**src/rtl/core/slm_pkg.sv**
```systemverilog
package slm_pkg;

    localparam int BLOCK_SAMPLES = 9;
    localparam int ADC_BITS      = 12;
    localparam int ADC_W         = 12;
    localparam int TICK_W        = 16;
    localparam int ELAPSED_W     = 20;
    localparam int UV_W          = 18;
    localparam int LEVEL_W       = 19;

    localparam longint unsigned ADC_MAX = (64'd1 << ADC_BITS) - 64'd1;
    localparam int COUNT_W = $clog2(BLOCK_SAMPLES);
    localparam int SUM_W   = $clog2(BLOCK_SAMPLES * ADC_MAX + 1);

    // floor(sum * 50 / BLOCK_SAMPLES) as one multiply by a rounded-up reciprocal
    localparam int UV_K = SUM_W + 4;
    localparam longint unsigned UV_MULT =
        ((64'd50 << UV_K) + BLOCK_SAMPLES - 1) / BLOCK_SAMPLES;
    localparam int MULT_W = $clog2(UV_MULT + 1);
    localparam int PROD_W = SUM_W + MULT_W;

    localparam longint unsigned FLOOR_UV = 64'd2512;
    localparam longint unsigned UV_MAX   = (64'd1 << UV_W) - 64'd1;

    localparam int Q_BITS    = 30;
    localparam int M_W       = Q_BITS + 1;
    localparam int FRAC_BITS = 16;
    localparam int E_W       = $clog2(UV_W);
    localparam int L_W       = E_W + FRAC_BITS;

    localparam longint unsigned DB_SCALE = 64'd394566;
    localparam int DB_SCALE_W = 19;
    localparam int LVL_SHIFT  = 24;
    localparam int LVL_PROD_W = L_W + DB_SCALE_W + 1;
    localparam longint unsigned REL_OFFSET = 64'd42 * 64'd256;

    localparam int FIFO_DEPTH = 4;
    localparam int PTR_W      = $clog2(FIFO_DEPTH);
    localparam int CNT_W      = $clog2(FIFO_DEPTH + 1);

    typedef enum logic [1:0] {
        MODE_SPL_DEFAULT = 2'd0,
        MODE_SPL         = 2'd1,
        MODE_REL         = 2'd2,
        MODE_VOLT        = 2'd3
    } unit_mode_t;

    typedef struct packed {
        logic                 valid;
        logic [SUM_W-1:0]     sum;
        logic [ELAPSED_W-1:0] ticks;
    } blk_t;

    typedef struct packed {
        logic                 valid;
        logic [UV_W-1:0]      uv;
        logic                 at_floor;
        logic [ELAPSED_W-1:0] ticks;
        logic [E_W-1:0]       e;
        logic [FRAC_BITS-1:0] frac;
        logic [M_W-1:0]       m;
    } log_t;

    typedef struct packed {
        logic signed [LEVEL_W-1:0] level;
        logic [UV_W-1:0]           uv;
        logic                      at_floor;
        logic [ELAPSED_W-1:0]      ticks;
    } result_t;

    function automatic longint unsigned log2_q16(input longint unsigned x);
        longint unsigned xv;
        longint unsigned e;
        longint unsigned frac;
        longint unsigned m;
        xv = (x == 64'd0) ? 64'd1 : x;
        e = 64'd0;
        frac = 64'd0;
        for (int i = 0; i < 31; i++)
        begin
            if ((xv >> (i + 1)) != 64'd0)
            begin
                e = 64'(i + 1);
            end
        end
        m = xv << (64'd30 - e);
        for (int i = 1; i <= 16; i++)
        begin
            m = (m * m) >> 30;
            if (m >= (64'd2 << 30))
            begin
                m = m >> 1;
                frac = frac | (64'd1 << (16 - i));
            end
        end
        return (e << 16) | frac;
    endfunction

    localparam longint unsigned L_FLOOR = log2_q16(FLOOR_UV);

endpackage

```
**src/rtl/core/slm_level.sv**
```systemverilog
module slm_level (
    input  slm_pkg::log_t      stage_in,
    input  slm_pkg::unit_mode_t mode,
    output logic               wr_en,
    output slm_pkg::result_t   result
);

    logic [slm_pkg::L_W-1:0]               log_val;
    logic [slm_pkg::L_W-1:0]               d;
    logic [slm_pkg::LVL_PROD_W-1:0]        prod;
    logic signed [slm_pkg::LEVEL_W-1:0]    db;

    always_comb
    begin
        log_val = {stage_in.e, stage_in.frac};
        d       = log_val - slm_pkg::L_W'(slm_pkg::L_FLOOR);
        prod    = slm_pkg::LVL_PROD_W'(d) * slm_pkg::LVL_PROD_W'(slm_pkg::DB_SCALE)
                + slm_pkg::LVL_PROD_W'(64'd1 << (slm_pkg::LVL_SHIFT - 1));
        db      = signed'(slm_pkg::LEVEL_W'(prod >> slm_pkg::LVL_SHIFT));

        unique case (mode)
            slm_pkg::MODE_REL:
            begin
                result.level = db - signed'(slm_pkg::LEVEL_W'(slm_pkg::REL_OFFSET));
            end
            slm_pkg::MODE_VOLT:
            begin
                result.level = signed'(slm_pkg::LEVEL_W'(stage_in.uv));
            end
            default:
            begin
                result.level = db;
            end
        endcase

        result.uv       = stage_in.uv;
        result.at_floor = stage_in.at_floor;
        result.ticks    = stage_in.ticks;
        wr_en           = stage_in.valid;
    end

endmodule

```
**config.mk**
```make
export PLATFORM = sky130hd
export DESIGN_NAME = slm_level
export DESIGN_NICKNAME = d
export VERILOG_FILES = /design/src/rtl/core/slm_pkg.sv /design/src/rtl/core/slm_level.sv
export SDC_FILE = /design/constraint.sdc
export NUM_CORES = 1
export LEC_CHECK = 0
export BUFFER_PORTS_ARGS = -buffer_cell sky130_fd_sc_hd__buf_2
export CORE_MARGIN = 1
export CORE_UTILIZATION = 35
export DETAILED_ROUTE_END_ITERATION = 10
export MAX_ROUTING_LAYER = met4
export PLACE_DENSITY_LB_ADDON = 0.05
export SYNTH_ARGS = -nofsm -noshare
export SYNTH_HDL_FRONTEND = slang
export SYNTH_SLANG_ARGS = --single-unit
```
**constraint.sdc**
```tcl
create_clock -name vclk -period 25.3
set_input_delay 5.06 -clock vclk [all_inputs]
set_output_delay 5.06 -clock vclk [all_outputs]
set_load 0.01 [all_outputs]
```
Yosys cells after proc, flatten, opt, wreduce, memory -nomap -nowiden
Index checks and enable logic that the tools add are counted.
W data, S select, Z words.
{"block": "classes", "n_addsub": 3, "multipliers": 1, "n_eq_ne": 2, "n_mux": 1}
{"cell": "$add A40 B24 Y41 const B", "count": 1}
{"cell": "$mul A21 B18 Y39 const B", "count": 1}
{"cell": "$pmux W19 S2", "count": 1}
{"cell": "$sub A21 B20 Y21 const B", "count": 1}
{"cell": "$sub A17 B14 Y18 const B", "count": 1}
{"cell": "$eq A2 B2 Y1 const B", "count": 2}
{"block": "word_totals", "register_bits": 0, "inputBits": 94, "out_inout_bits": 59, "word_cells": 7}

Depth between registers and ports, before layout
{"block": "logic_depth", "ltp_word": 5, "ltp_mapped": 37, "ltp_nobuf": 37}

Worst setup path after synthesis
No wires, ideal clock.
{"block": "synth_path", "path_type": "input to output", "start": "in stage_in[33] (netlist name)", "end": "out result[54] (netlist name)", "arrival_time_ns": 13.197, "t_required_ns": 20.240, "path_slack_ns": 7.043, "stages": 33, "path_buffers": 0, "cell_sequence": "ha_1 > o211ai_1 > a21oi_1 > o21ai_0 > nand2b_1 > a21oi_1 > nor2_1 > xnor2_1 > ha_1 > ha_1 > inv_1 > fa_1 > inv_1 > fa_1 > inv_1 > fa_1 > inv_1 > ha_1 > a21oi_1 > o211ai_1 > a211o_1 > or3_1 > and3_1 > or4b_4 > nor4b_1 > xor2_1 > inv_1 > ha_1 > o32a_1 > o211ai_1 > nand2_1 > a211o_1 > nand3_1"}
{"element": "from (decl)", "line": "slm_level.sv:2", "rtl": "input slm_pkg::log_t stage_in,"}
{"element": "to (decl)", "line": "slm_level.sv:5", "rtl": "output slm_pkg::result_t result"}

==> flow_summary.toml <==
[run_status]
status = "finished clean"

[grt]
antenna_found_initial = 0
grt-ovfl-total = 0
grt_pass1_vias = 5639
grt_pass1_wl_um = 29200
grt_max_degree = 18
gr-usage-all-layers_pct = 18.34

[timing]
max-slew-margin-rel_pct = 36.43
fmax_mhz = 50.67
drv_slew = 0
tns_ns = 0
rsz0062_at_grt = "false"
tightest_slew_ns = 0.9296
final_hold_viol_count = 0
fin_crit_sh_pct = 78.01
period_needed_ns = 19.74
fin_ws_ns = 5.563
setup_viol = 0

[synthesis]
synth_cells = 868
synth_fa_ha_area_share_pct = 49.15
syn_area_sq_um = 7103
synth-xor-area-share_pct = 8.244
synthSimpleGateAreaFrac_pct = 12.86
yosys_warnings = 0
yosysSeqAreaShare_pct = 0
synth-compound-area-share_pct = 15.40
ys_types = 73
synth_area_per_cell_sq_um = 8.183
synth_top_family_by_area = "adder cells"
synth.mux.area_fraction_pct = 0.4404
synthesis.nets = 1202

[critical_path]
cpMaxStageDelayCell = "nor4b_1"
crit_path_max_fanout = 6
critPathRequiredTime_ns = 20.24
critical_path.max_stage_delay_ns = 0.78
critical_path_arrival_ns = 14.68
endpoint_kind = "primary output"
crit_path_start_kind = "primary input"
critical_path_class = "in -> out"

[drt]
dr.pass1.iters = 4
routedWlPerCell_um = 15.90
via_count = 5909
drc_errors = 0
wl_um = 18410
postRouteAntennaNets = 0
routed_via_density = 5.103
dr.first_iter.drc_count = 310

[placed_design]
pre_cts_slack_ns = 5.596
hpwl_um = 16900
post_dp_cell_area_sq_um = 7452
gp_congestion = 0.8502
io_buffer_count = 78

[run]
maxCapViolations = 0

[worst_hold_path]
holdCritStartpoint = "stage_in[64]"
holdPathEnd = "result[12]"
hp-class = "in -> out"
hold_path_depth = 0

[clock_tree]
postCtsSetupRepairBufs = 0
ctsHoldBuffers = 0
ctsResizeCount = 0

[die]
die_width_um = 144.5
std_cell_rows = 51
fp.dieH_um = 144.5
die_area_sq_um = 20870
start_util_pct = 36.14
io_pins = 153
core_sq_um = 19650

[layout]
drive_gt1_share_pct = 10.75
area_growth_pct = 4.915
nets = 1229
seqCellArea_sq_um = 0
nClkBuffers = 0
seq_cells = 0
diodes = 0
fin_area_sq_um = 7452
fill_cells = 2140
layout make-up:
class / count / area (sq um) / share of cell area [%]
inverters: 164 / 615.6 / 8.261
well taps: 265 / 331.6 / 4.449
repair buffers: 78 / 390.4 / 5.238
multi-input cells: 651 / 6115 / 82.05
cell families after synthesis:
logic type,after synthesis
adder cells (fa/ha/maj),240
buffers and inverters,217
XOR/XNOR,66
multiplexers,3
AO/OA/AOI/OAI,161
AND/OR/NAND/NOR,181
layout by cell type (no fill, tap or decap), types with 8 or more instances in the layout:
cell        n
o21ai_0    27
nor3_1      9
fa_1       65
o211ai_1   11
and3_1      8
nand4_1     8
inv_1     163
nand3_1    15
a21o_1      8
xor2_1     29
ha_1      175
nor2_1     45
nand2_1    58
buf_2      78
a21oi_1    50
xnor2_1    36
routing by layer:
layer	part of all wire [%]	GRT usage, %	vias up	routed length, um
met3	2.7	0.3311	16	498
met2	46	29.18	103	8520
li1	-	-	2943	-
met1	50	27.06	2847	9292
met5	0	-	-	0
met4	0.54	0.8864	0	99
Yosys cell counts, drive strengths merged, types with 8 or more instances:
library cell  number  share of area [%]
a21boi             8               0.85
a21o               8               0.85
a21oi             53                3.9
and3               8               0.70
buf               44                4.8
clkbuf             9               0.48
fa                65                 18
ha               175                 31
inv              163                8.6
nand2             58                3.1
nand3             15                1.1
nand4              8               0.70
nor2              45                2.4
nor3              11                1.1
o211ai            12                1.3
o21ai             30                2.2
xnor2             36                4.4
xor2              30                3.8
stage by stage:
stage | hold slack (ns) | std cells | util [%]
floorplan | 10.21 | 868 | -
global placement | 10.12 | 1158 | 37.92
detailed placement | 10.12 | 1158 | 37.92
CTS | 10.12 | 1158 | 37.92
global route | 10.12 | 1158 | 37.92
finish | 10.12 | 1158 | 37.92
worst max-delay path, delay by kind of cell:
| kind | cells | cell delay, ns |
|---|---|---|
| AND/OR/NAND/NOR | 10 | 2.83 |
| buffers and inverters | 7 | 0.56 |
| XOR/XNOR | 2 | 0.83 |
| adder cells (fa/ha/maj) | 8 | 2.99 |
| AO/OA/AOI/OAI | 8 | 2.40 |
worst max path at each step:
stage,start,end,slack [ns],cells past startpoint
after global placement,stage_in[33],result[54],5.60,35
after floorplan,stage_in[33],result[54],7.04,33
after detailed placement,stage_in[33],result[54],5.60,35
final,stage_in[33],result[54],5.56,35
after CTS,stage_in[33],result[54],5.53,35
after global routing,stage_in[33],result[54],4.86,35
Power is not shown: default switching activity piles up to over one toggle a cycle in this logic, so the estimate is an artifact.
