### src/rtl/core/slm_pkg.sv
package slm_pkg;

    localparam int BLOCK_SAMPLES = 9;
    localparam int ADC_BITS      = 12;
    localparam int ADC_W         = 12;
    localparam int TICK_W        = 16;
    localparam int ELAPSED_W     = 20;
    localparam int UV_W          = 18;
    localparam int LEVEL_W       = 19;

    localparam longint unsigned ADC_MAX = (64'd1 << ADC_BITS) - 64'd1;
    localparam int COUNT_W = $clog2(BLOCK_SAMPLES);
    localparam int SUM_W   = $clog2(BLOCK_SAMPLES * ADC_MAX + 1);

    // floor(sum * 50 / BLOCK_SAMPLES) as one multiply by a rounded-up reciprocal
    localparam int UV_K = SUM_W + 4;
    localparam longint unsigned UV_MULT =
        ((64'd50 << UV_K) + BLOCK_SAMPLES - 1) / BLOCK_SAMPLES;
    localparam int MULT_W = $clog2(UV_MULT + 1);
    localparam int PROD_W = SUM_W + MULT_W;

    localparam longint unsigned FLOOR_UV = 64'd2512;
    localparam longint unsigned UV_MAX   = (64'd1 << UV_W) - 64'd1;

    localparam int Q_BITS    = 30;
    localparam int M_W       = Q_BITS + 1;
    localparam int FRAC_BITS = 16;
    localparam int E_W       = $clog2(UV_W);
    localparam int L_W       = E_W + FRAC_BITS;

    localparam longint unsigned DB_SCALE = 64'd394566;
    localparam int DB_SCALE_W = 19;
    localparam int LVL_SHIFT  = 24;
    localparam int LVL_PROD_W = L_W + DB_SCALE_W + 1;
    localparam longint unsigned REL_OFFSET = 64'd42 * 64'd256;

    localparam int FIFO_DEPTH = 4;
    localparam int PTR_W      = $clog2(FIFO_DEPTH);
    localparam int CNT_W      = $clog2(FIFO_DEPTH + 1);

    typedef enum logic [1:0] {
        MODE_SPL_DEFAULT = 2'd0,
        MODE_SPL         = 2'd1,
        MODE_REL         = 2'd2,
        MODE_VOLT        = 2'd3
    } unit_mode_t;

    typedef struct packed {
        logic                 valid;
        logic [SUM_W-1:0]     sum;
        logic [ELAPSED_W-1:0] ticks;
    } blk_t;

    typedef struct packed {
        logic                 valid;
        logic [UV_W-1:0]      uv;
        logic                 at_floor;
        logic [ELAPSED_W-1:0] ticks;
        logic [E_W-1:0]       e;
        logic [FRAC_BITS-1:0] frac;
        logic [M_W-1:0]       m;
    } log_t;

    typedef struct packed {
        logic signed [LEVEL_W-1:0] level;
        logic [UV_W-1:0]           uv;
        logic                      at_floor;
        logic [ELAPSED_W-1:0]      ticks;
    } result_t;

    function automatic longint unsigned log2_q16(input longint unsigned x);
        longint unsigned xv;
        longint unsigned e;
        longint unsigned frac;
        longint unsigned m;
        xv = (x == 64'd0) ? 64'd1 : x;
        e = 64'd0;
        frac = 64'd0;
        for (int i = 0; i < 31; i++)
        begin
            if ((xv >> (i + 1)) != 64'd0)
            begin
                e = 64'(i + 1);
            end
        end
        m = xv << (64'd30 - e);
        for (int i = 1; i <= 16; i++)
        begin
            m = (m * m) >> 30;
            if (m >= (64'd2 << 30))
            begin
                m = m >> 1;
                frac = frac | (64'd1 << (16 - i));
            end
        end
        return (e << 16) | frac;
    endfunction

    localparam longint unsigned L_FLOOR = log2_q16(FLOOR_UV);

endpackage

### src/rtl/core/slm_sqr_stage.sv
module slm_sqr_stage (
    input  logic          clk,
    input  logic          rst_n,
    input  slm_pkg::log_t stage_in,
    output slm_pkg::log_t stage_out
);

    slm_pkg::log_t                 stage_reg, stage_next;
    logic [2*slm_pkg::M_W-1:0]     sq;
    logic [slm_pkg::M_W:0]         t;

    always_comb
    begin
        sq = (2*slm_pkg::M_W)'(stage_in.m) * (2*slm_pkg::M_W)'(stage_in.m);
        t  = sq[2*slm_pkg::M_W-1:slm_pkg::Q_BITS];

        stage_next      = stage_in;
        stage_next.frac = {stage_in.frac[slm_pkg::FRAC_BITS-2:0], t[slm_pkg::M_W]};
        // halve once the square reaches two
        if (t[slm_pkg::M_W])
        begin
            stage_next.m = t[slm_pkg::M_W:1];
        end
        else
        begin
            stage_next.m = t[slm_pkg::M_W-1:0];
        end
    end

    always_ff @(posedge clk or negedge rst_n)
    begin
        if (!rst_n)
        begin
            stage_reg.valid <= 1'b0;
        end
        else
        begin
            stage_reg <= stage_next;
        end
    end

    assign stage_out = stage_reg;

endmodule

### config.mk
export PLATFORM = sky130hd
export DESIGN_NAME = slm_sqr_stage
export DESIGN_NICKNAME = d
export VERILOG_FILES = /design/src/rtl/core/slm_pkg.sv /design/src/rtl/core/slm_sqr_stage.sv
export SDC_FILE = /design/constraint.sdc
export NUM_CORES = 2
export LEC_CHECK = 0
export ABC_AREA = 1
export BUFFER_PORTS_ARGS = -buffer_cell sky130_fd_sc_hd__buf_2
export CAP_MARGIN = 20
export CORE_ASPECT_RATIO = 2
export CORE_MARGIN = 2
export CORE_UTILIZATION = 59
export CTS_CLUSTER_SIZE = 14
export DETAILED_ROUTE_END_ITERATION = 8
export GPL_TIMING_DRIVEN = 1
export HOLD_SLACK_MARGIN = 0.05
export MAX_ROUTING_LAYER = met4
export PLACE_DENSITY = 0.81
export SYNTH_ARGS = -nofsm -noshare
export SYNTH_HDL_FRONTEND = slang
export SYNTH_SLANG_ARGS = --single-unit
### constraint.sdc
create_clock -name clk -period 0.8 [get_ports clk]
set_clock_uncertainty 0.05 [all_clocks]
set_input_delay 0.08 -clock clk [delete_from_list [all_inputs] [get_ports clk]]
set_output_delay 0.08 -clock clk [all_outputs]
set_load 0.02 [all_outputs]
## Word level (Yosys, flattened, before mapping)

Index checks and enable logic that the tools add are counted.

- Multiply operators: 1
- Mux-type cells: 1

Operators by type and width:

| operator | number |
|---|---|
| 31-bit by 31-bit multiplier with 62-bit output | 1 |
| 30-bit 2-to-1 mux | 1 |

- Bits of input ports: 94
- Flip-flop bits (word level): 92
- Output and inout port bits: 92
- Logic and storage cells: 10

## Depth between registers and ports, before layout

- Depth after elaboration: 2
- Mapped depth: 34
- Mapped depth without buffers: 31

## Least setup slack after synthesis

No wires, ideal clock.

- Path kind: input -> register
- Start: input stage_in[25] (netlist name)
- End: register stage_reg, in the netlist stage_out[23] (data pin)
- Path slack: -5852 ps
- Path buffers: 3
- Library setup time: 252 ps
- Stages: 30
- Data required time: 498 ps
- Arrival: 6350 ps
- Cell sequence: clkbuf_1 > buf_1 > nand2_1 > fa_1 > fa_1 > inv_1 > fa_1 > inv_1 > fa_1 > inv_1 > fa_1 > fa_1 > fa_1 > inv_1 > fa_1 > inv_1 > ha_1 > nand2_1 > nand2_1 > a21oi_2 > nand2_1 > nand2_1 > nand2_1 > a21oi_2 > nand2_2 > nand2_1 > nand2_2 > buf_6 > nand2_1 > nand2_1

RTL lines:

| item | RTL line | text |
|---|---|---|
| from (decl) | slm_sqr_stage.sv:4 | `input slm_pkg::log_t stage_in,` |
| to (signal assigned) | slm_sqr_stage.sv:38 | `stage_reg <= stage_next;` |
| to (decl) | slm_sqr_stage.sv:8 | `slm_pkg::log_t stage_reg, stage_next;` |

==> impl_metrics.py <==
metrics = {
    "run_status": {
        "status": "finished with violations",
        "violations": "setup timing",
    },
    "yosys": {
        "ys.flop_type": "edfxtp_1",
        "netlist_instances": 3944,
        "syn-num-nets": 5054,
        "synth.area.top_cells": "fa_1 (46%), inv_1 (15%), nand2_1 (12%), ha_1 (10%), edfxtp_1 (8.5%)",
        "synth_top_family_by_area": "adder cells",
        "yosys.area_share.simple": 0.156,
        "yosysWarnings": 0,
        "synth_compound_area_frac": 0.0156,
        "ys_ff_latch": 92,
        "yosysTopAreaCell": "fa_1",
        "synthAdderAreaFrac": 0.567,
        "synth_top_area_frac": 0.462,
        "yosysSeqAreaShare": 0.0853,
        "synth_edf_count": 91,
        "synth_xor_area_frac": 0.00840,
        "netlist_top_cells_count": "inv_1 (1331), nand2_1 (1045), fa_1 (747)",
        "synth_cell_types": 37,
        "syn_area_per_cell_um2": 8.20,
        "synth_most_common_cell": "inv_1",
        "synth.area.mux_share": 0,
        "syn-cell-area_um2": 32300,
        "async_flop_share": 0.0109,
    },
    "die": {
        "rows": 121,
        "io_pins": 186,
        "die_w_um": 170,
        "start_util": 0.595,
        "die-area_um2": 56800,
        "die_h_um": 335,
        "coreArea_um2": 54400,
    },
    "timing": {
        "postLayoutSetupSlackWorst_ns": -5.94,
        "drv_slew": 0,
        "worst_pin_slew_ns": 0.556,
        "hold_violations": 0,
        "worst_hold_slack_ns": 0.157,
        "rsz0062_at_grt": "true",
        "fmax_mhz": 148,
        "setup_viol": 124,
        "relSlewSlack": 0.629,
        "timing.final.crit_share": 8.42,
        "period_needed_ns": 6.74,
    },
    "grt": {
        "grt_pass1_wl_um": 160000,
        "antenna_found_initial": 1,
        "gr-total-overflow": 0,
        "grt_pass1_vias": 32500,
        "track_usage": 0.386,
        "grt_max_degree": 36,
    },
    "finish": {
        "finalNetCount": 5735,
        "post-route-util": 0.761,
        "largest_register_ffs": 92,
        "fin_cells": 5306,
        "drive_gt1_frac": 0.240,
        "area_growth_pct": 27.9,
    },
    "worst_hold_path": {
        "hold_end": "stage_out[65]$_DFFE_PP_",
        "hold_path.class": "in -> reg",
        "whs_path_depth": 2,
        "min_from": "rst_n",
    },
    "clocking": {
        "htree_levels": 3,
        "clk_pin_slew_ns": 0.07,
        "root_buffer": "clkbuf_16",
        "numCtsBuffers": 9,
        "clock-sinks": 92,
        "cts_tree": "built",
        "clk_path_buf_depth": 2,
    },
    "placed_design": {
        "numPortBuffers": 184,
        "dp_cells": 5184,
        "gp_congestion": 1.03,
        "dpl.hpwl_um": 82900,
    },
    "route": {
        "avgViaCountPerCell": 5.43,
        "drc": 0,
        "dr.pass1.iters": 7,
        "num_vias": 28800,
        "wire_per_inst_um": 20.8,
        "drt_iter0_markers": 1817,
        "final_antenna_net_count": 0,
        "wirelength_um": 110000,
    },
    "setup_path": {
        "crit_start": "stage_in[10]",
        "worstPathArrival_ns": 6.80,
        "startpoint_type": "input pin",
        "critPathCaptureType": "flop",
        "crit_type": "in -> reg",
        "crit_required_ns": 0.86,
        "cp_max_fo": 15,
    },
    "run": {
        "max_cap_viol_count": 0,
    },
}
-- worst max-delay path by stage --
| stage | endpoint | slack (ns) | depth (start not counted) |
|---|---|---|---|
| floorplan | stage_out[23]$_DFFE_PP_ | -5.41 | 32 |
| global placement | stage_out[1]$_DFFE_PP_ | -6.24 | 26 |
| detailed placement | stage_out[24]$_DFFE_PP_ | -6.38 | 28 |
| CTS | stage_out[28]$_DFFE_PP_ | -5.48 | 33 |
| global route | stage_out[18]$_DFFE_PP_ | -6.16 | 29 |
| finish | stage_out[11]$_DFFE_PP_ | -5.94 | 26 |
-- cell usage in the layout (no fill, tap or decap), types with 10 or more instances in the layout --
master / n
inv_1: 1277
nand2_1: 877
fa_1: 710
buf_4: 467
ha_1: 244
nand2_2: 136
buf_6: 112
edfxtp_1: 91
buf_2: 77
nor2_1: 74
dlygate4sd3_1: 61
inv_2: 57
nand3_1: 57
nand2_4: 39
fa_2: 37
a21oi_1: 36
buf_12: 35
ha_4: 25
nor2_2: 23
xor2_1: 18
nor2_4: 18
nand4_1: 15
a21oi_2: 14
o21ai_0: 13
clkbuf_16: 12
o21bai_1: 11
buf_8: 11
xnor2_1: 10
-- layout make-up --
cell class,count,area (um^2)
multi-input combinational,2415,25600
timing repair buffer,771,6850
tap,676,846
sequential,92,2760
inverter,1336,5020
antenna,1,2.50
clock buffer,9,225
fill,3406,13000
clock inverter,6,71.3
-- repair_timing --
item,in CTS,in global routing
gates resized for setup,419,277
endpoints found under the setup margin,124,124
buffers inserted,30,11
hold buffers,61,0
pin swaps,88,107
cloned,5,4
endpoints found under the hold margin,61,0
-- worst max-delay path: stages --
cell and delay, ns:
buf_12 0.14, buf_6 0.14, buf_12 0.11, nand2_1 0.08, buf_4 0.15, fa_1 0.55
inv_1 0.07, fa_1 0.73, fa_1 0.61, fa_1 0.44, fa_2 0.62, fa_2 0.48
fa_1 0.45, ha_1 0.24, ha_1 0.33, buf_4 0.19, nand2_1 0.16, nor2_1 0.17
nand2_1 0.08, buf_4 0.15, nor2_1 0.14, nand3_1 0.12, nand4_1 0.12, nand2_2 0.18
nand2_2 0.15, nand2_2 0.06
-- routing by layer --
metal,part of all wire,vias up,global-route usage,routed length (um)
met5,0,-,-,0
met4,0.13,0,0.363,13800
met3,0.059,868,0.0502,6460
met2,0.53,1515,0.701,58800
met1,0.28,14000,0.335,31200
li1,-,12400,-,-
-- logic make-up (layout without fill, tap and decap cells) --
kind of cell	Yosys count	count (layout)
compound gates	90	90
xor+xnor	31	31
fa+ha+maj	1016	1016
buf+inv	1437	2122
flops	92	92
other cells	0	1
simple gates	1278	1278
-- through the flow --
stage,setup TNS [ns],worst slack (ns),cell area (um^2)
2_1_floorplan,-172.76,-5.41,32600
3_3_place_gp,-195.71,-6.24,37600
3_5_place_dp,-201.28,-6.38,37600
4_1_cts,-193.64,-5.48,40200
5_1_grt,-217.59,-6.16,41400
6_report,-208.83,-5.94,41400
Power is left out: the tool's default activity adds up to more than one toggle a clock period on the data nets, which glitch-free logic cannot reach.
