===== src/rtl/core/slm_pkg.sv =====
package slm_pkg;

    localparam int BLOCK_SAMPLES = 9;
    localparam int ADC_BITS      = 12;
    localparam int ADC_W         = 12;
    localparam int TICK_W        = 16;
    localparam int ELAPSED_W     = 20;
    localparam int UV_W          = 18;
    localparam int LEVEL_W       = 19;

    localparam longint unsigned ADC_MAX = (64'd1 << ADC_BITS) - 64'd1;
    localparam int COUNT_W = $clog2(BLOCK_SAMPLES);
    localparam int SUM_W   = $clog2(BLOCK_SAMPLES * ADC_MAX + 1);

    // floor(sum * 50 / BLOCK_SAMPLES) as one multiply by a rounded-up reciprocal
    localparam int UV_K = SUM_W + 4;
    localparam longint unsigned UV_MULT =
        ((64'd50 << UV_K) + BLOCK_SAMPLES - 1) / BLOCK_SAMPLES;
    localparam int MULT_W = $clog2(UV_MULT + 1);
    localparam int PROD_W = SUM_W + MULT_W;

    localparam longint unsigned FLOOR_UV = 64'd2512;
    localparam longint unsigned UV_MAX   = (64'd1 << UV_W) - 64'd1;

    localparam int Q_BITS    = 30;
    localparam int M_W       = Q_BITS + 1;
    localparam int FRAC_BITS = 16;
    localparam int E_W       = $clog2(UV_W);
    localparam int L_W       = E_W + FRAC_BITS;

    localparam longint unsigned DB_SCALE = 64'd394566;
    localparam int DB_SCALE_W = 19;
    localparam int LVL_SHIFT  = 24;
    localparam int LVL_PROD_W = L_W + DB_SCALE_W + 1;
    localparam longint unsigned REL_OFFSET = 64'd42 * 64'd256;

    localparam int FIFO_DEPTH = 4;
    localparam int PTR_W      = $clog2(FIFO_DEPTH);
    localparam int CNT_W      = $clog2(FIFO_DEPTH + 1);

    typedef enum logic [1:0] {
        MODE_SPL_DEFAULT = 2'd0,
        MODE_SPL         = 2'd1,
        MODE_REL         = 2'd2,
        MODE_VOLT        = 2'd3
    } unit_mode_t;

    typedef struct packed {
        logic                 valid;
        logic [SUM_W-1:0]     sum;
        logic [ELAPSED_W-1:0] ticks;
    } blk_t;

    typedef struct packed {
        logic                 valid;
        logic [UV_W-1:0]      uv;
        logic                 at_floor;
        logic [ELAPSED_W-1:0] ticks;
        logic [E_W-1:0]       e;
        logic [FRAC_BITS-1:0] frac;
        logic [M_W-1:0]       m;
    } log_t;

    typedef struct packed {
        logic signed [LEVEL_W-1:0] level;
        logic [UV_W-1:0]           uv;
        logic                      at_floor;
        logic [ELAPSED_W-1:0]      ticks;
    } result_t;

    function automatic longint unsigned log2_q16(input longint unsigned x);
        longint unsigned xv;
        longint unsigned e;
        longint unsigned frac;
        longint unsigned m;
        xv = (x == 64'd0) ? 64'd1 : x;
        e = 64'd0;
        frac = 64'd0;
        for (int i = 0; i < 31; i++)
        begin
            if ((xv >> (i + 1)) != 64'd0)
            begin
                e = 64'(i + 1);
            end
        end
        m = xv << (64'd30 - e);
        for (int i = 1; i <= 16; i++)
        begin
            m = (m * m) >> 30;
            if (m >= (64'd2 << 30))
            begin
                m = m >> 1;
                frac = frac | (64'd1 << (16 - i));
            end
        end
        return (e << 16) | frac;
    endfunction

    localparam longint unsigned L_FLOOR = log2_q16(FLOOR_UV);

endpackage


===== src/rtl/core/slm_out_fifo.sv =====
module slm_out_fifo (
    input  logic             clk,
    input  logic             rst_n,
    input  logic             wr_en,
    input  slm_pkg::result_t wr_data,
    input  logic             rd_en,
    output logic             rd_valid,
    output slm_pkg::result_t rd_data
);

    slm_pkg::result_t               mem [slm_pkg::FIFO_DEPTH];
    logic [slm_pkg::PTR_W-1:0]      wr_ptr_reg, wr_ptr_next;
    logic [slm_pkg::PTR_W-1:0]      rd_ptr_reg, rd_ptr_next;
    logic [slm_pkg::CNT_W-1:0]      count_reg, count_next;

    always_comb
    begin
        wr_ptr_next = wr_ptr_reg;
        rd_ptr_next = rd_ptr_reg;
        count_next  = count_reg;
        if (wr_en)
        begin
            wr_ptr_next = (wr_ptr_reg == slm_pkg::PTR_W'(slm_pkg::FIFO_DEPTH - 1))
                        ? '0 : wr_ptr_reg + slm_pkg::PTR_W'(1);
        end
        if (rd_en)
        begin
            rd_ptr_next = (rd_ptr_reg == slm_pkg::PTR_W'(slm_pkg::FIFO_DEPTH - 1))
                        ? '0 : rd_ptr_reg + slm_pkg::PTR_W'(1);
        end
        if (wr_en && !rd_en)
        begin
            count_next = count_reg + slm_pkg::CNT_W'(1);
        end
        else if (!wr_en && rd_en)
        begin
            count_next = count_reg - slm_pkg::CNT_W'(1);
        end
    end

    always_ff @(posedge clk or negedge rst_n)
    begin
        if (!rst_n)
        begin
            wr_ptr_reg <= '0;
            rd_ptr_reg <= '0;
            count_reg  <= '0;
        end
        else
        begin
            wr_ptr_reg <= wr_ptr_next;
            rd_ptr_reg <= rd_ptr_next;
            count_reg  <= count_next;
        end
    end

    always_ff @(posedge clk)
    begin
        if (wr_en)
        begin
            mem[wr_ptr_reg] <= wr_data;
        end
    end

    assign rd_valid = (count_reg != '0);
    assign rd_data  = mem[rd_ptr_reg];

endmodule


===== config.mk =====
export PLATFORM = sky130hd
export DESIGN_NAME = slm_out_fifo
export DESIGN_NICKNAME = d
export VERILOG_FILES = /design/src/rtl/core/slm_pkg.sv /design/src/rtl/core/slm_out_fifo.sv
export SDC_FILE = /design/constraint.sdc
export NUM_CORES = 1
export LEC_CHECK = 0
export ABC_AREA = 1
export BUFFER_PORTS_ARGS = -buffer_cell sky130_fd_sc_hd__buf_2
export CORE_AREA = 2 2 182 184
export CTS_CLUSTER_DIAMETER = 120
export DETAILED_ROUTE_END_ITERATION = 6
export DIE_AREA = 0 0 184 186
export PLACE_DENSITY = 0.47
export SLEW_MARGIN = 25
export SYNTH_ARGS = -nofsm -noshare
export SYNTH_HDL_FRONTEND = slang
export SYNTH_SLANG_ARGS = --single-unit
export TNS_END_PERCENT = 10

===== constraint.sdc =====
create_clock -name clk -period 2.2 [get_ports clk]
set_input_delay 0.33 -clock clk [delete_from_list [all_inputs] [get_ports clk]]
set_output_delay 0.33 -clock clk [all_outputs]
set_load 0.03 [all_outputs]

* After elaboration in Yosys (flattened, before gate mapping)
Memory sizes are Yosys's and may differ from the RTL's.
Cells that the tools add are included.
** Word-level totals
- Bits in latches :: 0
- Bits in writable memories :: 232
- Input bits :: 62
- Memories kept :: 1
- Flip-flop bits (word level) :: 7
- ROM bits :: 0
** Memory list
- mem :: words 4, bits a word 58, read ports 1, clocked after memory_dff 0, wr ports 1, RTL line slm_out_fifo.sv:11 : slm_pkg::result_t mem [slm_pkg::FIFO_DEPTH];
** Operators by class
- Equal/unequal tests :: 2
- Bitwise gates (word level) :: 0
- Divide/modulo/power cells :: 0
- Add/sub/neg operators :: 4
- Muxes and demuxes :: 6
- $mul :: 0
- Shifts and indexed selects :: 0
- Reduce and logical (&&, ||, !) cells :: 6
- Order comparisons :: 0
** Operator list (number)
- 2-to-1 mux 3 bit :: 2
- adder 2 x 1 -> 2 bit, second input constant :: 2
- == test 2 bit, second input constant :: 2
- 2-to-1 mux 2 bit :: 2
- adder 3 x 1 -> 3 bit, second input constant :: 1
- nonzero test 3 bit :: 1
- subtractor 3 x 1 -> 3 bit, second input constant :: 1
- logical AND 1 bit :: 2
- logical NOT 1 bit :: 2
- 2-to-1 mux 1 bit :: 2
- nonzero test 2 bit :: 1

* Depth between registers and ports, before layout
- Depth in word-level cells :: 4
- Mapped depth :: 9
- Gate-level depth less buffers :: 9

* Worst setup path after synthesis
No wires, ideal clock.
- Path type :: reg-to-reg
- Start :: register wr_ptr_reg[0] in the netlist's numbering
- End :: memory mem[0][0] in the netlist's numbering (enable)
- Required time :: 1.788 ns
- Stages on the path, launching flop included :: 5
- Arrival :: 1.790 ns
- Path slack :: -0.002 ns
- Clock period less this slack :: 2.202 ns
- Cells stage by stage :: dfrtp_1 > inv_1 > ha_1 > nand2_1 > inv_1
** RTL lines
- start, declared :: RTL line slm_out_fifo.sv:12 : logic [slm_pkg::PTR_W-1:0] wr_ptr_reg, wr_ptr_next;
- start signal, assigned :: RTL line slm_out_fifo.sv:51 : wr_ptr_reg <= wr_ptr_next;
- end, declared :: RTL line slm_out_fifo.sv:11
No word-level cell before the write port.

==> results.toml <==
[clock_tree]
clk_pin_slew_ns = 0.05
cts_tree = "done"
clockRootBuffer = "clkbuf_16"
clockBufferDepth = 3
clock_latency_ns = 0.52
htreeDepth = 1
cts_sinks = 239
numCtsBuffers = 27

[timing]
hold_viol_final = 0
finalSetupViolations = 0
drv_slew = 0
layout_min_cycle_time_ns = 2.172
finClkSkew_ns = 0.01247
maxClockFrequency_mhz = 460.3
rsz0062_at_grt = "yes"
relSlewSlack = 0.7242
finalCritPeriodShare = 0.9874
tightest_slew_ns = 0.4137

[placed_design]
dp_hpwl_mm = 10.97
dp_cells = 1235
place_congestion = 0.6681
port_buffers = 120

[final_layout]
drive_above_1_share = 0.1984
nNetsFinal = 955
largest_register_ffs = 232
multi_input_area_um2 = 1730
ff_latch_area_um2 = 7144
final_cells = 1312
fillers = 3176
area_growth_syn_to_layout_pct = 23.94

[yosys]
netlist.area_leader.share = 0.7291
yosysWarnings = 0
syn_avg_cell_area_um2 = 13.11
synth_area_leader_cell = "edfxtp_1"
netlist_area_um2 = 9555
syn_inst = 729
synth_seq_area_share = 0.7474
synth_area_leaders = "edfxtp_1 (73%), o211ai_1 (9.1%), nand2_1 (7.5%)"
yosysUniqueCellTypes = 18
ys_seq_elements = 239
synth_nets = 798

[floorplanning]
die_x_um = 184
initial_utilization = 0.2967
die_area_um2 = 34220
rows = 66
die_h_um = 186
io_pins = 121
core_um2 = 32210

[setup_path]
worstPathArrival_ns = 1.84
crit_type = "flop to output port"
worstPathMaxFanout = 40
worst_setup_path_end_kind = "output port"
crit_required_ns = 1.87
critPathLaunchType = "flop"

[drt]
drc = 0
drtIter0Drc = 201
wl_mm = 20.01
drt-vias-per-instance = 4.366
detail_route.wl_per_cell_um = 15.25
vias = 5728
ant_nets = 0
firstDrtPassIters = 4

[run_status]
status = "finished, final reports clean"

[global_routing]
antenna_found_initial = 2
overflow = 0
track_usage = 0.1190
first_global_vias = 5713
grt_max_degree = 59
grt_pass1_wl_mm = 31.31

[hold_path]
holdCritPathClass = "input port to flop"

[power]
p_leak_nw = 4.760
p_total_mw = 15.89
powerDensity_nw_per_um2 = 1342
ir_worst_vdd_v = 0.0008188

[job]
drv_cap = 0
## per-layer routing
layer / up-vias / global-route usage / wire, um
li1: 2860 / - / -
met1: 2726 / 0.1493 / 8992
met2: 112 / 0.2082 / 9591
met3: 30 / 0.02524 / 1056
met4: 0 / 0.03264 / 372
met5: - / 0 / 0
## where the power goes
group / switching, mW / internal (mW)
Clock: 1.64 / 2.33
Combinational: 4.15 / 1.73
Sequential: 0.197 / 5.84
## cells in the final DEF (no fill, tap or decap), types with 6 or more instances in the layout
master / Yosys / final
clkinv_1: 0 / 8
buf_12: 0 / 7
dlygate4sd3_1: 0 / 27
ha_1: 6 / 6
nand2_1: 190 / 190
clkbuf_16: 0 / 27
buf_2: 24 / 117
o211ai_1: 116 / 116
inv_1: 127 / 123
edfxtp_1: 232 / 232
buf_4: 3 / 10
## logic make-up (layout without fill, tap and decap cells)
kind of cell,Yosys count,count (layout),synth area share
other,0,2,0
AO/OA/AOI/OAI,120,120,0.09323
flip-flops,239,239,0.7474
AND/OR/NAND/NOR,195,195,0.07699
buffers and inverters,167,340,0.07149
XOR/XNOR,1,1,0.0009168
adder cells (fa/ha/maj),7,7,0.009951
## critical path, cell delays in order (launching register included)
cell      delay (ns)
dfrtp_2         0.48
inv_16          0.15
buf_12          0.21
nand2_1         0.07
o211ai_1        0.09
nand2_1         0.11
buf_2           0.19
## synthesized netlist by cell type (all sizes together)
cell type	instances
nand4	1
nand3	1
o21ai	4
buf	29
edfxtp	232
nand2	190
fa	1
xnor2	1
ha	6
dfrtp	7
inv	129
nor2	3
clkbuf	9
o211ai	116
## what timing repair did
| item | 4_1_cts | 5_1_grt |
|---|---|---|
| setup buffers | 1 | 0 |
| setup endpoints to repair | 51 | 34 |
| endpoints found under the hold margin | 101 | 0 |
| gates cloned | 2 | 0 |
| hold buffers | 27 | 0 |
| resized for setup | 9 | 2 |
## worst paths after layout
path / startpoint / end / slack [ns] / cells past startpoint
hold / removal: wr_data[48] / mem[0][48]$_DFFE_PP_ / 0.03 / 1
min in group asynchronous: rst_n / wr_ptr_reg[1]$_DFFE_PN0P_ / 0.20 / 2
hold reg to reg: count_reg[2]$_DFFE_PN0P_ / count_reg[2]$_DFFE_PN0P_ / 0.50 / 2
max in group asynchronous: rst_n / rd_ptr_reg[1]$_DFFE_PN0P_ / 1.81 / 2
setup / recovery: rd_ptr_reg[0]$_DFFE_PN0P_ / rd_data[30] / 0.03 / 6
setup reg to reg: wr_ptr_reg[0]$_DFFE_PN0P_ / mem[0][3]$_DFFE_PP_ / 0.64 / 5
## layout make-up
type,count,share of cell area
flip-flops and latches,239,0.6033
multi-input cells,323,0.1461
repair buffers,165,0.09836
clock buffers,32,0.05864
well taps,408,0.04311
inverters,129,0.04258
clock inverters,13,0.006762
repair inverters,1,0.0007396
diodes,2,0.0004226
## metrics by stage
stage	utilization	hold WS [ns]	worst slack (ns)	setup TNS, ns	cell area (um2)
3_5_place_dp	0.3326	0.1907	0.4357	0	10710
3_3_place_gp	0.3326	0.1928	0.4488	0	10710
5_1_grt	0.3676	0.006300	-0.07000	-1.256	11840
2_1_floorplan	-	0.03441	0.001236	0	9559
6_report	0.3677	0.03189	0.02769	0	11840
4_1_cts	0.3672	0.0004199	0.003599	0	11830
(Power assumes the default switching activity.)
