<file path="src/rtl/core/slm_pkg.sv">
package slm_pkg;

    localparam int BLOCK_SAMPLES = 9;
    localparam int ADC_BITS      = 12;
    localparam int ADC_W         = 12;
    localparam int TICK_W        = 16;
    localparam int ELAPSED_W     = 20;
    localparam int UV_W          = 18;
    localparam int LEVEL_W       = 19;

    localparam longint unsigned ADC_MAX = (64'd1 << ADC_BITS) - 64'd1;
    localparam int COUNT_W = $clog2(BLOCK_SAMPLES);
    localparam int SUM_W   = $clog2(BLOCK_SAMPLES * ADC_MAX + 1);

    // floor(sum * 50 / BLOCK_SAMPLES) as one multiply by a rounded-up reciprocal
    localparam int UV_K = SUM_W + 4;
    localparam longint unsigned UV_MULT =
        ((64'd50 << UV_K) + BLOCK_SAMPLES - 1) / BLOCK_SAMPLES;
    localparam int MULT_W = $clog2(UV_MULT + 1);
    localparam int PROD_W = SUM_W + MULT_W;

    localparam longint unsigned FLOOR_UV = 64'd2512;
    localparam longint unsigned UV_MAX   = (64'd1 << UV_W) - 64'd1;

    localparam int Q_BITS    = 30;
    localparam int M_W       = Q_BITS + 1;
    localparam int FRAC_BITS = 16;
    localparam int E_W       = $clog2(UV_W);
    localparam int L_W       = E_W + FRAC_BITS;

    localparam longint unsigned DB_SCALE = 64'd394566;
    localparam int DB_SCALE_W = 19;
    localparam int LVL_SHIFT  = 24;
    localparam int LVL_PROD_W = L_W + DB_SCALE_W + 1;
    localparam longint unsigned REL_OFFSET = 64'd42 * 64'd256;

    localparam int FIFO_DEPTH = 4;
    localparam int PTR_W      = $clog2(FIFO_DEPTH);
    localparam int CNT_W      = $clog2(FIFO_DEPTH + 1);

    typedef enum logic [1:0] {
        MODE_SPL_DEFAULT = 2'd0,
        MODE_SPL         = 2'd1,
        MODE_REL         = 2'd2,
        MODE_VOLT        = 2'd3
    } unit_mode_t;

    typedef struct packed {
        logic                 valid;
        logic [SUM_W-1:0]     sum;
        logic [ELAPSED_W-1:0] ticks;
    } blk_t;

    typedef struct packed {
        logic                 valid;
        logic [UV_W-1:0]      uv;
        logic                 at_floor;
        logic [ELAPSED_W-1:0] ticks;
        logic [E_W-1:0]       e;
        logic [FRAC_BITS-1:0] frac;
        logic [M_W-1:0]       m;
    } log_t;

    typedef struct packed {
        logic signed [LEVEL_W-1:0] level;
        logic [UV_W-1:0]           uv;
        logic                      at_floor;
        logic [ELAPSED_W-1:0]      ticks;
    } result_t;

    function automatic longint unsigned log2_q16(input longint unsigned x);
        longint unsigned xv;
        longint unsigned e;
        longint unsigned frac;
        longint unsigned m;
        xv = (x == 64'd0) ? 64'd1 : x;
        e = 64'd0;
        frac = 64'd0;
        for (int i = 0; i < 31; i++)
        begin
            if ((xv >> (i + 1)) != 64'd0)
            begin
                e = 64'(i + 1);
            end
        end
        m = xv << (64'd30 - e);
        for (int i = 1; i <= 16; i++)
        begin
            m = (m * m) >> 30;
            if (m >= (64'd2 << 30))
            begin
                m = m >> 1;
                frac = frac | (64'd1 << (16 - i));
            end
        end
        return (e << 16) | frac;
    endfunction

    localparam longint unsigned L_FLOOR = log2_q16(FLOOR_UV);

endpackage

</file>
<file path="src/rtl/core/slm_accum.sv">
module slm_accum (
    input  logic                          clk,
    input  logic                          rst_n,
    input  logic                          in_valid,
    output logic                          in_stall,
    input  logic [slm_pkg::ADC_W-1:0]     adc_sample,
    input  logic [slm_pkg::TICK_W-1:0]    tick_count,
    input  logic                          out_take,
    output slm_pkg::blk_t                 blk
);

    logic [slm_pkg::SUM_W-1:0]     sum_reg, sum_next;
    logic [slm_pkg::ELAPSED_W-1:0] tick_reg, tick_next;
    logic [slm_pkg::COUNT_W-1:0]   count_reg, count_next;
    logic [slm_pkg::CNT_W-1:0]     pending_reg, pending_next;
    slm_pkg::blk_t                 blk_reg, blk_next;

    logic                          accept;
    logic                          last;
    logic [slm_pkg::ADC_W-1:0]     sample_sat;
    logic [slm_pkg::SUM_W-1:0]     sum_add;
    logic [slm_pkg::ELAPSED_W-1:0] tick_add;

    assign last     = (count_reg == slm_pkg::COUNT_W'(slm_pkg::BLOCK_SAMPLES - 1));
    assign in_stall = last && (pending_reg == slm_pkg::CNT_W'(slm_pkg::FIFO_DEPTH));
    assign accept   = in_valid && !in_stall;

    always_comb
    begin
        if (64'(adc_sample) > slm_pkg::ADC_MAX)
        begin
            sample_sat = slm_pkg::ADC_W'(slm_pkg::ADC_MAX);
        end
        else
        begin
            sample_sat = adc_sample;
        end
        sum_add  = sum_reg + slm_pkg::SUM_W'(sample_sat);
        tick_add = tick_reg + slm_pkg::ELAPSED_W'(tick_count);

        sum_next       = sum_reg;
        tick_next      = tick_reg;
        count_next     = count_reg;
        blk_next       = blk_reg;
        blk_next.valid = 1'b0;
        pending_next   = pending_reg;

        if (accept)
        begin
            if (last)
            begin
                blk_next.valid = 1'b1;
                blk_next.sum   = sum_add;
                blk_next.ticks = tick_add;
                sum_next       = '0;
                tick_next      = '0;
                count_next     = '0;
            end
            else
            begin
                sum_next   = sum_add;
                tick_next  = tick_add;
                count_next = count_reg + slm_pkg::COUNT_W'(1);
            end
        end

        // track blocks in flight or waiting in the result queue
        if ((accept && last) && !out_take)
        begin
            pending_next = pending_reg + slm_pkg::CNT_W'(1);
        end
        else if (!(accept && last) && out_take)
        begin
            pending_next = pending_reg - slm_pkg::CNT_W'(1);
        end
    end

    always_ff @(posedge clk or negedge rst_n)
    begin
        if (!rst_n)
        begin
            sum_reg       <= '0;
            tick_reg      <= '0;
            count_reg     <= '0;
            pending_reg   <= '0;
            blk_reg.valid <= 1'b0;
        end
        else
        begin
            sum_reg     <= sum_next;
            tick_reg    <= tick_next;
            count_reg   <= count_next;
            pending_reg <= pending_next;
            blk_reg     <= blk_next;
        end
    end

    assign blk = blk_reg;

endmodule

</file>
<file path="config.mk">
export PLATFORM = sky130hd
export DESIGN_NAME = slm_accum
export DESIGN_NICKNAME = d
export VERILOG_FILES = /design/src/rtl/core/slm_pkg.sv /design/src/rtl/core/slm_accum.sv
export SDC_FILE = /design/constraint.sdc
export NUM_CORES = 1
export LEC_CHECK = 0
export BUFFER_PORTS_ARGS = -buffer_cell sky130_fd_sc_hd__buf_2
export CAP_MARGIN = 20
export CORE_UTILIZATION = 50
export DETAILED_ROUTE_END_ITERATION = 10
export PLACE_DENSITY = 0.75
export SYNTH_ARGS = -nofsm -noshare
export SYNTH_HDL_FRONTEND = slang
export SYNTH_SLANG_ARGS = --single-unit
</file>
<file path="constraint.sdc">
create_clock -name clk -period 3.05 [get_ports clk]
set_input_delay 0.7625 -clock clk [delete_from_list [all_inputs] [get_ports clk]]
set_output_delay 0.7625 -clock clk [all_outputs]
set_load 0.01 [all_outputs]
</file>
---- Word level (Yosys, flattened, before mapping) ----
Index checks and enable logic that the tools add are counted.
storage, ports and cells
  logic and storage cells ................. 31
  input port bits ......................... 32
  bits in registers ....................... 80
  output and inout bits ................... 38
cells by class
  add/sub/neg operators ................... 5
  equal/unequal tests ..................... 2
  muxes and demuxes ....................... 7
  reduce and logical (&&, ||, !) cells .... 10
operators with widths
  kind                                                                number
  37-bit 2-to-1 mux                                                   2
  20-bit by 16-bit adder with 20-bit output                           1
  20-bit 2-to-1 mux                                                   1
  16-bit by 12-bit adder with 16-bit output                           1
  16-bit 2-to-1 mux                                                   1
  3-bit 2-to-1 mux                                                    2
  1-bit logical AND                                                   5
  4-bit by 1-bit adder with 4-bit output, second input constant       1
  4-bit == test, second input constant                                1
  4-bit 2-to-1 mux                                                    1
  3-bit by 1-bit adder with 3-bit output, second input constant       1
  3-bit == test, second input constant                                1
  1-bit zero test                                                     3
  3-bit AND reduction                                                 1
  3-bit by 1-bit subtractor with 3-bit output, second input constant  1
  2-bit nonzero test                                                  1

---- Logic depth before layout (Yosys ltp) ----
  depth after elaboration ................. 9
  mapped depth ............................ 13
  gate-level depth less buffers ........... 12

---- Worst setup path after synthesis ----
OpenSTA, ideal clock, no wires.
  path kind ............................... input -> register
  start point ............................. input tick_count[0] (netlist bit)
  end point ............................... register blk_reg (netlist bit blk[18]), data pin
  arrival ................................. 2573 ps
  stages .................................. 9
  slack ................................... 212 ps
  buffers on the path ..................... 0
  library setup time ...................... 265 ps
  data required time ...................... 2785 ps
  cells stage by stage .................... ha_1 -> fa_1 -> a21oi_1 -> o31ai_4 -> a211oi_2 -> o31ai_2 -> a21oi_2 -> nor2_1 -> xor2_1
between the ends
  cells in the longest elaborated chain, start to end .. 1
RTL lines
  what                                       line             source
  start, declared                            slm_accum.sv:7   input logic [slm_pkg::TICK_W-1:0] tick_count,
  20-bit by 16-bit adder with 20-bit output  slm_accum.sv:39  tick_add = tick_reg + slm_pkg::ELAPSED_W'(tick_count);
  via tick_add, one bit                      slm_accum.sv:22  logic [slm_pkg::ELAPSED_W-1:0] tick_add;
  end signal, assigned                       slm_accum.sv:94  blk_reg <= blk_next;
  end, declared                              slm_accum.sv:16  slm_pkg::blk_t blk_reg, blk_next;
The timed path passes the listed nets, and every way through them passes these cells.
A chain may end at the register's enable or synchronous reset.

---- Worst setup path in the final report ----
  start point ............................. register count_reg[0] (netlist bit)
  end point ............................... output in_stall
between the ends
  cells in the longest elaborated chain, start to end .. 2
RTL lines
  what                    line             source
  start, declared         slm_accum.sv:14  logic [slm_pkg::COUNT_W-1:0] count_reg, count_next;
  start signal, assigned  slm_accum.sv:92  count_reg <= count_next;
  4-bit == test           slm_accum.sv:24  assign last = (count_reg == slm_pkg::COUNT_W'(slm_pkg::BLOCK_SAMPLES - 1));
  1-bit logical AND       slm_accum.sv:25  assign in_stall = last && (pending_reg == slm_pkg::CNT_W'(slm_pkg::FIFO_DEPTH));
  end, declared           slm_accum.sv:5   output logic in_stall,
No other way between the ends.

==> results.md <==
- Ant. Diodes: 0
- # Max-Cap Violations: 0
- RSZ-0062 raised after global routing: false
- Average wire per standard cell: between 15 and 20 um
- Post-CTS Hold Buffers: 0
- GRT Total Usage: approximately a fifth
- CP Class: reg -> out
- Row cnt: 33
- Synth top area share: 25.46%
- Largest family of logic cells by synthesized area: compound AO/OA/AOI/OAI gates
- Clk_lat worst skew: around 0.35 ns
- Vias in the first global route: roughly 3000
- Hpwl dp: 5.833 mm
- Post-Synthesis Cells: 370
- CP bufs+invs: 3
- R2R setup slack: about 0.34 ns
- XOR/XNOR Fraction of Synth Area: around 7%
- Die height: 95.00 um
- Clk pwr share: between 15 and 20%
- Worst Hold Class: reg -> reg
- CTS resizes: 0
- Buffers on Ports: 69
- Synthesized cell area: 0.004324 mm2
- Max Slew Vio Count: 0
- I/O pin total: 70
- Mux share of post-synthesis cell area: less than 1%
- Most used DFF post-synth: dfrtp_1
- Cell taking the most area after synthesis: dfrtp_1
- Core ar.: 0.008299 mm2
- EDFF count, synth: 36
- FF-to-FF Start: count_reg[0]$_DFFE_PN0N_
- CTS Buffer Depth: 2
- Hold Path Origin: pending_reg[2]$_DFFE_PN0P_
- Sequential area share after synthesis: 50.46%
- First-pass GRT wire length: between 10 and 15 mm
- Switch share: between 30% and 40%
- Cell area after layout: 0.004970 mm2
- Outcome: finished, final reports clean
- Via density: 5.567
- Critical Path RT: ~2.3 ns
- Htree depth: 3
- Max-Slew Margin vs Limit: roughly 39%
- Post-CTS Setup Bufs: 0
- DRT Pass-1 Iters: 4
- Adder-Cell Fraction of Synth Area: 10.36%
- Crit path launch: count_reg[0]$_DFFE_PN0N_
- Pint: 0.003159 W
- CP peak stage delay: approximately 0.58 ns
- Power Density: 1017 mW/mm2
- Fillcell total: about 700
- Max reg flops: 37
- CTS buffer count: 9
- Largest net degree at the start of global routing: between 40 and 50
- Initial antenna violation count: 0
- Synthesis-to-layout area growth: 14.93%
- # nets final: 508
- Multi-input logic area: 0.002011 mm2
- Post-synth cell types: 55
- Critical path peak fanout: 5
- GPL Wtd Cong: 0.8277
- Routed WL: ~8.6 mm
- FMAX: ~370 MHz
- Via count: just over 3000
- Synth Register Bits: 80
- CTS tree: built
- Final hold violation count: 0
- Clock period minus worst slack: between 2 and 3 ns
- DIE AREA: roughly 0.009 mm2
- LEAKAGE: between 2 and 2.5 nW
- Post-synthesis compound-gate area fraction: a little over a fifth
- Clock transition at path regs: about 0.070 ns
- Net Count, Synth: roughly 440
- Crit-path cells: inv_1 > ha_1 > nand3b_1 > or4b_1 > inv_1 > buf_2
- Root Driver: clkbuf_8
- Worst Tran Pin Value: between 0.9 and 1 ns
- Placed instance area: approximately 0.0048 mm2
- Share of layout cells above drive strength 1: 22.82%
- DR DRC count: 0
- Comb pwr share: 47.0%
- Fin Clk Skew: a little over 0.008 ns
- Seq pwr share: between 30% and 40%
- Clock sink total: 80
- Worst setup EP type: output port
- Startpoint types: register
- Setup TNS: 0 ns
- Die span in x: 95.00 um
- Initial core utilization: approximately 52%
- Number of synthesis warnings: 0
- Fin crit share: ~90%
- Final core occ: roughly three fifths
- Post-Synth Simple-Gate Area: under 10%
- Starting DRT DRC Count: around 130
- Grt total ovfl: 0
- Routed Antenna Nets: 0
- Top post-synthesis cells by area: dfrtp_1, edfxtp_1, ha_1
- Reg area: 0.002182 mm2
- Ys async rst share: between 50% and 60%
- Worst vdd ir: 463.1 uV
- Crit-path slowest cell: or4b_1
- Sw Pwr: between 0.0015 and 0.002 W
- Cell family with most CP delay: simple AND/OR/NAND/NOR gates
- Synthesized area per cell: about 12 um2
- Setup violators final: 0
- CP arrival: 1.97 ns
- Most used cell, CP: inv_1
-- final timing paths --
check | endpoint | cells after the start
max in group asynchronous | sum_reg[0]$_DFFE_PN0N_ | 2
hold / removal | pending_reg[2]$_DFFE_PN0P_ | 1
setup / recovery | in_stall | 6
setup reg to reg | pending_reg[1]$_DFFE_PN0P_ | 10
hold reg to reg | pending_reg[2]$_DFFE_PN0P_ | 1
min in group asynchronous | sum_reg[7]$_DFFE_PN0N_ | 2
-- cell usage after synthesis (all sizes together) (3+ instances only) --
master	count
a21o	8
or3	3
buf	6
clkbuf	6
nand3	6
o31ai	5
o21bai	6
xor2	12
fa	3
a22o	29
inv	15
ha	31
o21a	5
a21oi	29
o21ai	23
and2	3
a211oi	3
xnor2	22
nand4	4
nor2	17
edfxtp	36
nand2	28
o211ai	3
dfrtp	44
-- layout make-up --
type,count,area share (%)
Tap cell,105,2.644
Inverter,15,1.133
Multi-Input combinational cell,263,40.46
Clock buffer,13,2.996
Sequential cell,80,43.91
Clock inverter,3,1.309
Timing Repair Buffer,73,7.553
-- metrics by stage --
stage               hold WS [ns]  power, W  instances  worst slack (ns)
detailed placement        0.4534  0.004190        536           0.01699
finish                    0.4597  0.005053        552            0.3194
global placement          0.4518  0.004106        536           0.04044
floorplan                 0.4334  0.003696        370            0.2124
global route              0.4982  0.005393        552            0.1804
CTS                       0.4672  0.005061        552            0.3247
-- routing by layer --
layer  up-vias  global-route usage [%]  part of all wire, %
met5         -                       0                    0
met4         0                   9.091                  2.0
met3        14                   3.060                  4.0
met2        59                   33.87                   48
met1      1473                   26.75                   46
li1       1527                       -                    -
-- cell families (layout without fill, tap and decap cells) --
family / count (synthesis) / in the layout
AO/OA/AOI/OAI: 124 / 124
XOR/XNOR: 34 / 34
adder cells (fa/ha/maj): 34 / 34
buffers and inverters: 27 / 104
flip-flops: 80 / 80
multiplexers: 1 / 1
AND/OR/NAND/NOR: 70 / 70
-- power by group through the flow --
stage          sequential [W]  clock (W)  combinational (W)
5_1_grt               0.00187   0.000904            0.00262
3_3_place_gp          0.00183          0            0.00228
6_report              0.00183   0.000852            0.00237
2_1_floorplan         0.00183          0            0.00187
3_5_place_dp          0.00184          0            0.00235
4_1_cts               0.00183   0.000865            0.00237
-- cell usage in the layout (no fill, tap or decap), types with 4 or more instances in the layout --
cell type and n:
inv_1 14, xor2_1 12, clkbuf_8 10, nor2_1 17, a21oi_1 28, a22o_1 29, o21a_1 4, buf_2 69
o21bai_1 6, a21o_1 7, nand2_1 28, o21ai_1 5, nand3_1 6, dfrtp_1 44, edfxtp_1 36, ha_1 31
xnor2_1 22, o21ai_0 17, buf_4 4
Note: power is estimated with default switching activity, not from simulation.
